[src/rtl/font_upload_retransmit_window_assert.svh]
// ----------------------------------------------------------------------------
// font_upload_retransmit_window_assert.svh
// assertion macros used by the upload window rtl
// ----------------------------------------------------------------------------
`ifndef FONT_UPLOAD_RETRANSMIT_WINDOW_ASSERT_SVH
`define FONT_UPLOAD_RETRANSMIT_WINDOW_ASSERT_SVH

// antecedent implies consequent on the same edge
`define FURW_ASSERT_IMPL(label, ante, cons) \
  label: assert property (@(posedge clk) disable iff (!rst_n) (ante) |-> (cons)) \
    else $error("furw assertion failed");

// expression must never hold
`define FURW_ASSERT_NEVER(label, expr) \
  label: assert property (@(posedge clk) disable iff (!rst_n) !(expr)) \
    else $error("furw assertion failed");

`endif

[src/rtl/furw_pkg.sv]
// ----------------------------------------------------------------------------
// furw_pkg
// shared types and constants of the upload request window
// ----------------------------------------------------------------------------
package furw_pkg;

  // width of the internal next-index counter
  localparam int IndexBits = 8;

  localparam logic [7:0] LastCharReset = 8'hFF;
  localparam logic [7:0] MaskSeed      = 8'h80;
  localparam logic [7:0] MaskOldest    = 8'h02;
  localparam logic [7:0] MaskMidSel    = 8'h11;
  localparam logic [7:0] MaskMidMiss   = 8'h10;
  localparam logic [7:0] MaskFirstUsed = 8'h01;
  localparam logic [7:0] MaskScan      = 8'hFE;
  localparam int         OldestBack    = 6;
  localparam int         MidBack       = 3;
  localparam int         ScanBase      = 7;

  typedef enum logic [1:0] {
    OP_ENTER   = 2'd0,
    OP_RECEIVE = 2'd1,
    OP_REQUEST = 2'd2,
    OP_STATUS  = 2'd3
  } op_t;

  typedef struct packed {
    op_t        operation;
    logic [7:0] char_index;
    logic       armed;
    logic       config_mode;
  } furw_item_t;

  typedef struct packed {
    logic       request_valid;
    logic [7:0] request_index;
    logic       upload_done;
    logic       nvm_write;
    logic [7:0] nvm_index;
    logic       in_upload_mode;
  } furw_result_t;

endpackage

[src/rtl/font_upload_retransmit_window.sv]
// ----------------------------------------------------------------------------
// font_upload_retransmit_window
// path: an accepted item passes the input register, then the result register, to out_valid
// throughput: one item per cycle while out_ready is high, set by the single input and result register
// reset: window mask, counter and mode flag clear, last_char returns to 255
// ----------------------------------------------------------------------------
`include "font_upload_retransmit_window_assert.svh"

module font_upload_retransmit_window (
  input  logic       clk,
  input  logic       rst_n,
  input  logic       cfg_we,
  input  logic [7:0] cfg_wdata,
  input  logic       in_valid,
  output logic       in_ready,
  input  logic [1:0] in_operation,
  input  logic [7:0] in_char_index,
  input  logic       in_armed,
  input  logic       in_config_mode,
  output logic       out_valid,
  input  logic       out_ready,
  output logic       out_request_valid,
  output logic [7:0] out_request_index,
  output logic       out_upload_done,
  output logic       out_nvm_write,
  output logic [7:0] out_nvm_index,
  output logic       out_in_upload_mode
);

  logic                   last_char_r;
  logic [7:0]             last_r;
  logic                   in_v_r;
  furw_pkg::furw_item_t   item_r;
  logic                   out_v_r;
  furw_pkg::furw_result_t res_r;
  furw_pkg::furw_result_t res_nxt;
  logic                   step;

  // item moves from input register to result register
  assign step     = in_v_r && (!out_v_r || out_ready);
  assign in_ready = !in_v_r || step;

  // configuration register
  always_ff @(posedge clk) begin
    if (!rst_n) begin
      last_r      <= furw_pkg::LastCharReset;
      last_char_r <= 1'b0;
    end else begin
      last_char_r <= cfg_we;
      if (cfg_we) begin
        last_r <= cfg_wdata;
      end
    end
  end

  // input register
  always_ff @(posedge clk) begin
    if (!rst_n) begin
      in_v_r <= 1'b0;
    end else if (in_ready) begin
      in_v_r <= in_valid;
    end
  end

  always_ff @(posedge clk) begin
    if (in_valid && in_ready) begin
      item_r.operation   <= furw_pkg::op_t'(in_operation);
      item_r.char_index  <= in_char_index;
      item_r.armed       <= in_armed;
      item_r.config_mode <= in_config_mode;
    end
  end

  furw_win u_win (
    .clk       (clk),
    .rst_n     (rst_n),
    .step      (step),
    .item      (item_r),
    .last_char (last_r),
    .result    (res_nxt)
  );

  // result register
  always_ff @(posedge clk) begin
    if (!rst_n) begin
      out_v_r <= 1'b0;
    end else if (step) begin
      out_v_r <= 1'b1;
    end else if (out_ready) begin
      out_v_r <= 1'b0;
    end
  end

  always_ff @(posedge clk) begin
    if (step) begin
      res_r <= res_nxt;
    end
  end

  assign out_valid          = out_v_r;
  assign out_request_valid  = res_r.request_valid;
  assign out_request_index  = res_r.request_index;
  assign out_upload_done    = res_r.upload_done;
  assign out_nvm_write      = res_r.nvm_write;
  assign out_nvm_index      = res_r.nvm_index;
  assign out_in_upload_mode = res_r.in_upload_mode;

  // checks
  `FURW_ASSERT_NEVER(a_req_and_write, out_v_r && res_r.request_valid && res_r.nvm_write)
  `FURW_ASSERT_IMPL(a_done_leaves_mode, out_v_r && res_r.upload_done,
                    !res_r.in_upload_mode && !res_r.request_valid)
  `FURW_ASSERT_IMPL(a_write_in_mode, out_v_r && res_r.nvm_write, res_r.in_upload_mode)
  `FURW_ASSERT_IMPL(a_stall_only_when_full, !in_ready, in_v_r && out_v_r && !out_ready)
  `FURW_ASSERT_IMPL(a_cfg_taken, last_char_r, last_r == $past(cfg_wdata))

endmodule

[src/rtl/furw_win.sv]
// ----------------------------------------------------------------------------
// furw_win
// window state registers and the per-item update and result logic
// ----------------------------------------------------------------------------
module furw_win (
  input  logic                  clk,
  input  logic                  rst_n,
  input  logic                  step,
  input  furw_pkg::furw_item_t  item,
  input  logic [7:0]            last_char,
  output furw_pkg::furw_result_t result
);

  localparam int IW = furw_pkg::IndexBits;

  logic [7:0]    mask_r, mask_nxt;
  logic [IW-1:0] next_r, next_nxt;
  logic          active_r, active_nxt;

  logic [IW-1:0] offset;
  logic          in_window;
  logic [7:0]    hit_bit;
  logic          at_last;
  logic [7:0]    rest;
  logic [2:0]    scan_pos;
  logic [IW-1:0] idx_oldest, idx_mid, idx_scan;

  // receive window lookup
  assign offset    = next_r - IW'(item.char_index);
  assign in_window = (offset[IW-1:3] == '0);
  assign hit_bit   = furw_pkg::MaskSeed >> offset[2:0];

  // request helpers
  assign at_last    = (next_r == IW'(last_char));
  assign rest       = mask_r & furw_pkg::MaskScan;
  assign idx_oldest = next_r - IW'(furw_pkg::OldestBack);
  assign idx_mid    = next_r - IW'(furw_pkg::MidBack);
  assign idx_scan   = next_r + IW'(scan_pos) - IW'(furw_pkg::ScanBase);

  // lowest outstanding slot among bits 1..7
  always_comb begin
    scan_pos = 3'd7;
    for (int i = 7; i >= 1; i--) begin
      if (rest[i]) begin
        scan_pos = 3'(i);
      end
    end
  end

  // operation decode
  always_comb begin
    mask_nxt   = mask_r;
    next_nxt   = next_r;
    active_nxt = active_r;
    result     = '0;
    unique case (item.operation)
      furw_pkg::OP_ENTER: begin
        if (!item.armed && !item.config_mode && !active_r) begin
          mask_nxt   = furw_pkg::MaskSeed;
          active_nxt = 1'b1;
        end
      end
      furw_pkg::OP_RECEIVE: begin
        if (active_r && in_window && ((mask_r & hit_bit) != 8'h00)) begin
          mask_nxt         = mask_r & ~hit_bit;
          result.nvm_write = 1'b1;
          result.nvm_index = item.char_index;
        end
      end
      furw_pkg::OP_REQUEST: begin
        if (!at_last) begin
          result.request_valid = 1'b1;
          priority if ((mask_r & furw_pkg::MaskOldest) != 8'h00) begin
            result.request_index = idx_oldest[7:0];
          end else if ((mask_r & furw_pkg::MaskMidSel) == furw_pkg::MaskMidMiss) begin
            mask_nxt             = mask_r | furw_pkg::MaskFirstUsed;
            result.request_index = idx_mid[7:0];
          end else begin
            mask_nxt             = (mask_r >> 1) | furw_pkg::MaskSeed;
            result.request_index = next_r[7:0];
            next_nxt             = next_r + IW'(1);
          end
        end else if (rest == 8'h00) begin
          active_nxt         = 1'b0;
          result.upload_done = 1'b1;
        end else begin
          result.request_valid = 1'b1;
          result.request_index = idx_scan[7:0];
        end
      end
      furw_pkg::OP_STATUS: begin
      end
      default: begin
      end
    endcase
    result.in_upload_mode = active_nxt;
  end

  // state registers
  always_ff @(posedge clk) begin
    if (!rst_n) begin
      mask_r   <= '0;
      next_r   <= '0;
      active_r <= 1'b0;
    end else if (step) begin
      mask_r   <= mask_nxt;
      next_r   <= next_nxt;
      active_r <= active_nxt;
    end
  end

endmodule
[config.mk]
export PLATFORM = sky130hd
export DESIGN_NAME = font_upload_retransmit_window
export DESIGN_NICKNAME = d
export VERILOG_FILES = /design/src/rtl/furw_pkg.sv /design/src/rtl/font_upload_retransmit_window.sv /design/src/rtl/furw_win.sv
export VERILOG_INCLUDE_DIRS = /design/src /design/src/rtl
export SDC_FILE = /design/constraint.sdc
export NUM_CORES = 1
export LEC_CHECK = 0
export BUFFER_PORTS_ARGS = -buffer_cell sky130_fd_sc_hd__buf_2
export CORE_ASPECT_RATIO = 0.75
export CORE_MARGIN = 3
export CORE_UTILIZATION = 50
export CTS_CLUSTER_DIAMETER = 30
export CTS_CLUSTER_SIZE = 28
export DETAILED_ROUTE_END_ITERATION = 12
export GPL_TIMING_DRIVEN = 1
export PLACE_DENSITY = 0.73
export SLEW_MARGIN = 10
export SYNTH_ARGS = -nofsm -noshare
export SYNTH_HDL_FRONTEND = slang
export SYNTH_SLANG_ARGS = --single-unit
[constraint.sdc]
create_clock -name clk -period 3.2 [get_ports clk]
set_input_delay 0.16 -clock clk [delete_from_list [all_inputs] [get_ports clk]]
set_output_delay 0.16 -clock clk [all_outputs]
set_load 0.01 [all_outputs]
Yosys cells after proc, flatten, opt, wreduce, memory -nomap -nowiden
Cells that the tools add are included.
{"block": "classes", "n_addsub": 6, "n_eq_ne": 9, "n_shift": 1, "mux": 24, "bitwise": 6, "reduce_logical": 25}
{"cell": "8-bit 2-to-1 mux", "n": 7}
{"cell": "9-bit 2-to-1 mux", "n": 3}
{"cell": "8-bit one-hot mux with 3 select lines", "n": 1}
{"cell": "8-bit AND", "n": 2}
{"cell": "8-bit by 3-bit subtractor with 8-bit output, second input constant", "n": 2}
{"cell": "3-bit 2-to-1 mux", "n": 5}
{"cell": "5-bit AND reduction", "n": 2}
{"cell": "8-bit by 1-bit adder with 8-bit output, second input constant", "n": 1}
{"cell": "8-bit by 3-bit adder with 8-bit output", "n": 1}
{"cell": "8-bit equality test", "n": 1}
{"cell": "8-bit logical NOT", "n": 1}
{"cell": "8-bit NOT", "n": 1}
{"cell": "8-bit nonzero test", "n": 1}
{"cell": "8-bit by 3-bit right shift with 8-bit output, first input constant", "n": 1}
{"cell": "8-bit by 2-bit subtractor with 8-bit output, second input constant", "n": 1}
{"cell": "8-bit subtractor", "n": 1}
{"cell": "1-bit 2-to-1 mux", "n": 7}
{"cell": "7-bit AND reduction", "n": 1}
{"cell": "1-bit logical AND", "n": 6}
{"cell": "2-bit != test, second input constant", "n": 3}
{"cell": "6-bit AND reduction", "n": 1}
{"cell": "1-bit logical NOT", "n": 5}
{"cell": "5-bit logical NOT", "n": 1}
{"cell": "2-bit equality test, second input constant", "n": 2}
{"cell": "9 further kinds", "n": 14}
{"block": "word_totals", "ff_bits": 59, "wordCells": 89}

Logic depth before layout (Yosys ltp)
{"block": "logic_depth", "depth_word": 10, "depth_mapped": 13, "mapped_depth_nobuf": 13}

Cells and area by module
A second synthesis with hierarchy kept.
{"block": "hier_totals", "hier_cells": 359, "area_unflattened_um2": 3412.0}
{"mod": "furw_win", "instances": 1, "cells_per_inst": 292, "area_per_inst_um2": 2060.7, "seq_area_each_um2": 340.3}
{"mod": "font_upload_retransmit_window", "instances": 1, "cells_per_inst": 67, "area_per_inst_um2": 1351.3, "seq_area_each_um2": 1161.1}

Least setup slack after synthesis
No wires, ideal clock.
{"block": "synth_timing", "path_type": "reg-to-reg", "start": "reg u_win.next_r[0]", "end": "reg u_win.mask_r[2]", "arrival_time_ps": 3009, "required_ps": 3128, "slack_ps": 120, "path_stages_with_launch": 12, "synth_period_minus_slack_ps": 3080, "cell_sequence": "dfxtp_1 -> inv_1 -> ha_1 -> inv_1 -> fa_1 -> xnor2_1 -> mux2_2 -> o22a_1 -> a311oi_1 -> a21oi_4 -> a21oi_4 -> mux2i_1"}
{"block": "synth_via", "elab_chain_len": 7, "word_cells_on_any_way": 15}
{"item": "from (decl)", "line_no": "furw_win.sv:17", "source": "logic [IW-1:0] next_r, next_nxt;"}
{"item": "from (signal assigned)", "line_no": "furw_win.sv:107", "source": "next_r <= next_nxt;"}
{"item": "8-bit subtractor", "line_no": "furw_win.sv:29", "source": "assign offset = next_r - IW'(item.char_index);"}
{"item": "8-bit by 3-bit right shift with 8-bit output", "line_no": "furw_win.sv:31", "source": "assign hit_bit = furw_pkg::MaskSeed >> offset[2:0];"}
{"item": "8-bit AND", "line_no": "furw_win.sv:64", "source": "if (active_r && in_window && ((mask_r & hit_bit) != 8'h00)) begin"}
{"item": "8-bit nonzero test", "line_no": "furw_win.sv:64"}
{"item": "1-bit logical AND", "line_no": "furw_win.sv:64"}
{"item": "2-bit by 1-bit != test with 1-bit output (no line)"}
{"item": "7-bit AND reduction (no line)"}
{"item": "to (signal assigned)", "line_no": "furw_win.sv:106", "source": "mask_r <= mask_nxt;"}
{"item": "to (decl)", "line_no": "furw_win.sv:16", "source": "logic [7:0] mask_r, mask_nxt;"}
Several ways; a longest one is shown, not always the timed one. The select of a mux whose other input is x is not followed.
A chain may end at the register's enable or synchronous reset.

Worst setup path after layout
{"block": "layout_timing", "start": "reg u_win.next_r[0]", "end": "reg u_win.mask_r[3]"}
The elaborated chain is that of the path after synthesis.

==> impl_metrics.toml <==
[status]
status = "finished clean"

[finish]
area_delta_synth_final_pct = 20.22
final_nets = 476
fillers = 571
final_core_util = 0.6274
diodes = 0
mostFrequentLayoutCells = "buf_2, nand2_1, edfxtp_1, nor2_1, dfxtp_1"
drive_above_1_share = 0.2311
final_common_cell = "buf_2"

[logic_synthesis]
synth-edff-count = 32
synth-seq-area-share = 0.4191
synth_xor_area_frac = 0.04645
ys_ff_latch = 59
postSynthAreaPerCell_sq_um = 9.708
synth_mux_area_frac = 0.05728
synth_area_sq_mm = 0.003582
synth_fp_nets = 413
synthArstFlopShare = 0
yosysWarnings = 0
synthFlopType = "edfxtp_1"
synth_compound_area_frac = 0.1638
synth.distinct_cells = 59
synth_top_family_by_area = "simple AND/OR/NAND/NOR gates"
synthCells = 369
synthSimpleGateAreaFrac = 0.2001
synthAdderAreaFrac = 0.07056

[die]
start_util = 0.5219
die-area_sq_mm = 0.008226
io_pins = 47
die_y_um = 79.30
row_count = 26
core_area_sq_mm = 0.006864
die_w_um = 103.7

[sta]
fmax_mhz = 327.0
final.setup_skew_ps = 12.21
hold_viol = 0
slew_viol_final = 0
finalCritPeriodShare = 0.9557
maxSlewHeadroom = 0.6200
finalCriticalPeriod_ps = 3058
worst_pin_slew_ps = 570.0
setup_viol = 0
finalWorstSetupSlack_ps = 141.9
rsz0062_at_grt = "false"

[pwr]
power_per_cell_area_mw_per_mm2 = 409.8
vdd_drop_max_v = 0.0002948
total_power_mw = 1.765
leakagePower_nw = 1.792

[critical_path]
crit_fanout = 6
cp_data_arrival_time_ps = 3320
cp.required_ps = 3460
start_kind = "flip-flop"
crit_type = "flip-flop to flip-flop"
cp-end-kind = "flip-flop"

[global_routing]
antenna_found_initial = 0
gr-total-overflow = 0
grt_max_degree = 29
grt_pass1_vias = 2855
grt_usage = 0.2100
grt_pass1_wl_mm = 13.74

[clock_tree]
clkSlewWorstSetupHoldPaths_ps = 70
cts-root-buf = "clkbuf_8"
postCtsSetupBuffers = 0
cts_sinks = 59
worstSkewPairLatency_ps = 350
clockBufferDepth = 2
cts_tree = "built"
cts_htree_levels = 3
cts_made_buffers = 9

[place]
io_buffers = 46
placement.setup.worst_slack_ps = -70.04
place_congestion = 0.9300
dpl.hpwl_mm = 5.625

[routing]
post_drt_wl_per_cell_um = 14.67
avgViaCountPerCell = 5.458
totalWireLength_mm = 7.848
dr_wl_met2_mm = 3.583
met3WireLength_um = 465
antenna_left = 0
remaining_drc_errors = 0
maxUsedRoutingLayer = "met4"
vias = 2920
met1_length_mm = 3.685
drt_iter0_markers = 170
first_pass_iters = 5

[min_path]
hp-class = "input port to flip-flop"

[flow_run]
drv_cap = 0
cell type report:
class / instances / area (sq um) / area share
sequential: 59 / 1501 / 0.3486
clock inverter: 5 / 77.57 / 0.01801
timing repair buffer: 72 / 455.4 / 0.1058
inverter: 19 / 71.32 / 0.01656
tap: 98 / 122.6 / 0.02847
clock buffer: 11 / 131.4 / 0.03051
multi-input combinational: 271 / 1947 / 0.4521
through the flow:
stage               hold slack (ps)  instances  area (sq um)  TNS (ps)
floorplan                     258.9        369          3582         0
global placement              336.7        507          3959         0
detailed placement            338.5        507          3959    -292.6
CTS                           17.01        535          4294         0
global route                  26.64        535          4307         0
finish                        23.08        535          4307         0
power breakdown:
group          total [mW]  internal, mW  switching [mW]
Combinational       0.192        0.0865           0.106
Sequential          0.843         0.828          0.0156
Clock               0.729         0.436           0.293
timing repair:
action / CTS / global route
endpoints found under the setup margin: 6 / 6
endpoints found under the hold margin: 12 / 0
gates resized for setup: 1 / 4
hold buffers: 12 / 0
pin swaps: 0 / 2
synthesized netlist by cell type, drive strengths merged, types with 3 or more instances:
library cell / n / area share
inv: 19 / 0.020
nand4: 6 / 0.010
nor2: 28 / 0.029
mux2: 4 / 0.013
dfxtp: 27 / 0.15
nand3b: 3 / 0.0063
nor3: 9 / 0.013
nand2: 36 / 0.038
or3: 3 / 0.0070
a211o: 4 / 0.0098
a21boi: 3 / 0.0063
mux2i: 16 / 0.045
clkbuf: 16 / 0.017
nand2b: 7 / 0.012
o21ai: 11 / 0.015
a32o: 5 / 0.014
and2: 13 / 0.023
nor2b: 12 / 0.023
and3: 11 / 0.022
buf: 4 / 0.0059
a21o: 5 / 0.010
a311oi: 3 / 0.0073
o21a: 6 / 0.013
o211ai: 3 / 0.0063
ha: 17 / 0.059
edfxtp: 32 / 0.27
xnor2: 17 / 0.042
nand3: 5 / 0.0070
a21oi: 17 / 0.030
worst paths after layout:
path	startpoint	end	slack (ps)	cells after the start
setup reg to reg	u_win.next_r[0]	u_win.mask_r[3]	140	11
setup / recovery	u_win.next_r[0]	u_win.mask_r[3]	140	11
hold reg to reg	last_r[4]	last_r[4]	500	2
hold / removal	cfg_wdata[0]	last_r[0]	20	3
kinds of logic after synthesis:
kind of cell    Yosys count
simple gates            137
compound gates           76
flops                    59
buf+inv                  39
mux                      20
xor+xnor                 19
fa+ha+maj                19
state kept, by name, indices dropped and copies added (netlist names):
register	flops
item_r	12
out_request_valid	1
out_valid	1
out_request_index	8
out_upload_done	1
out_nvm_write	1
out_nvm_index	8
in_v_r	1
out_in_upload_mode	1
u_win.next_r	8
u_win.active_r	1
u_win.mask_r	8
last_r	8
critical path, cell delays in order (launching register included):
cell	delay (ps)
dfxtp_1	370
inv_2	120
ha_1	210
inv_1	70
fa_1	450
xnor2_2	230
mux2_2	360
o22a_1	210
a311oi_2	310
a21oi_4	150
a21oi_4	260
mux2i_1	230
per-layer routing:
metal	GRT usage	up-vias
li1	-	1452
met1	0.2791	1367
met2	0.3381	92
met3	0.05686	9
met4	0.06375	0
met5	0	-
(Power assumes the default switching activity.)
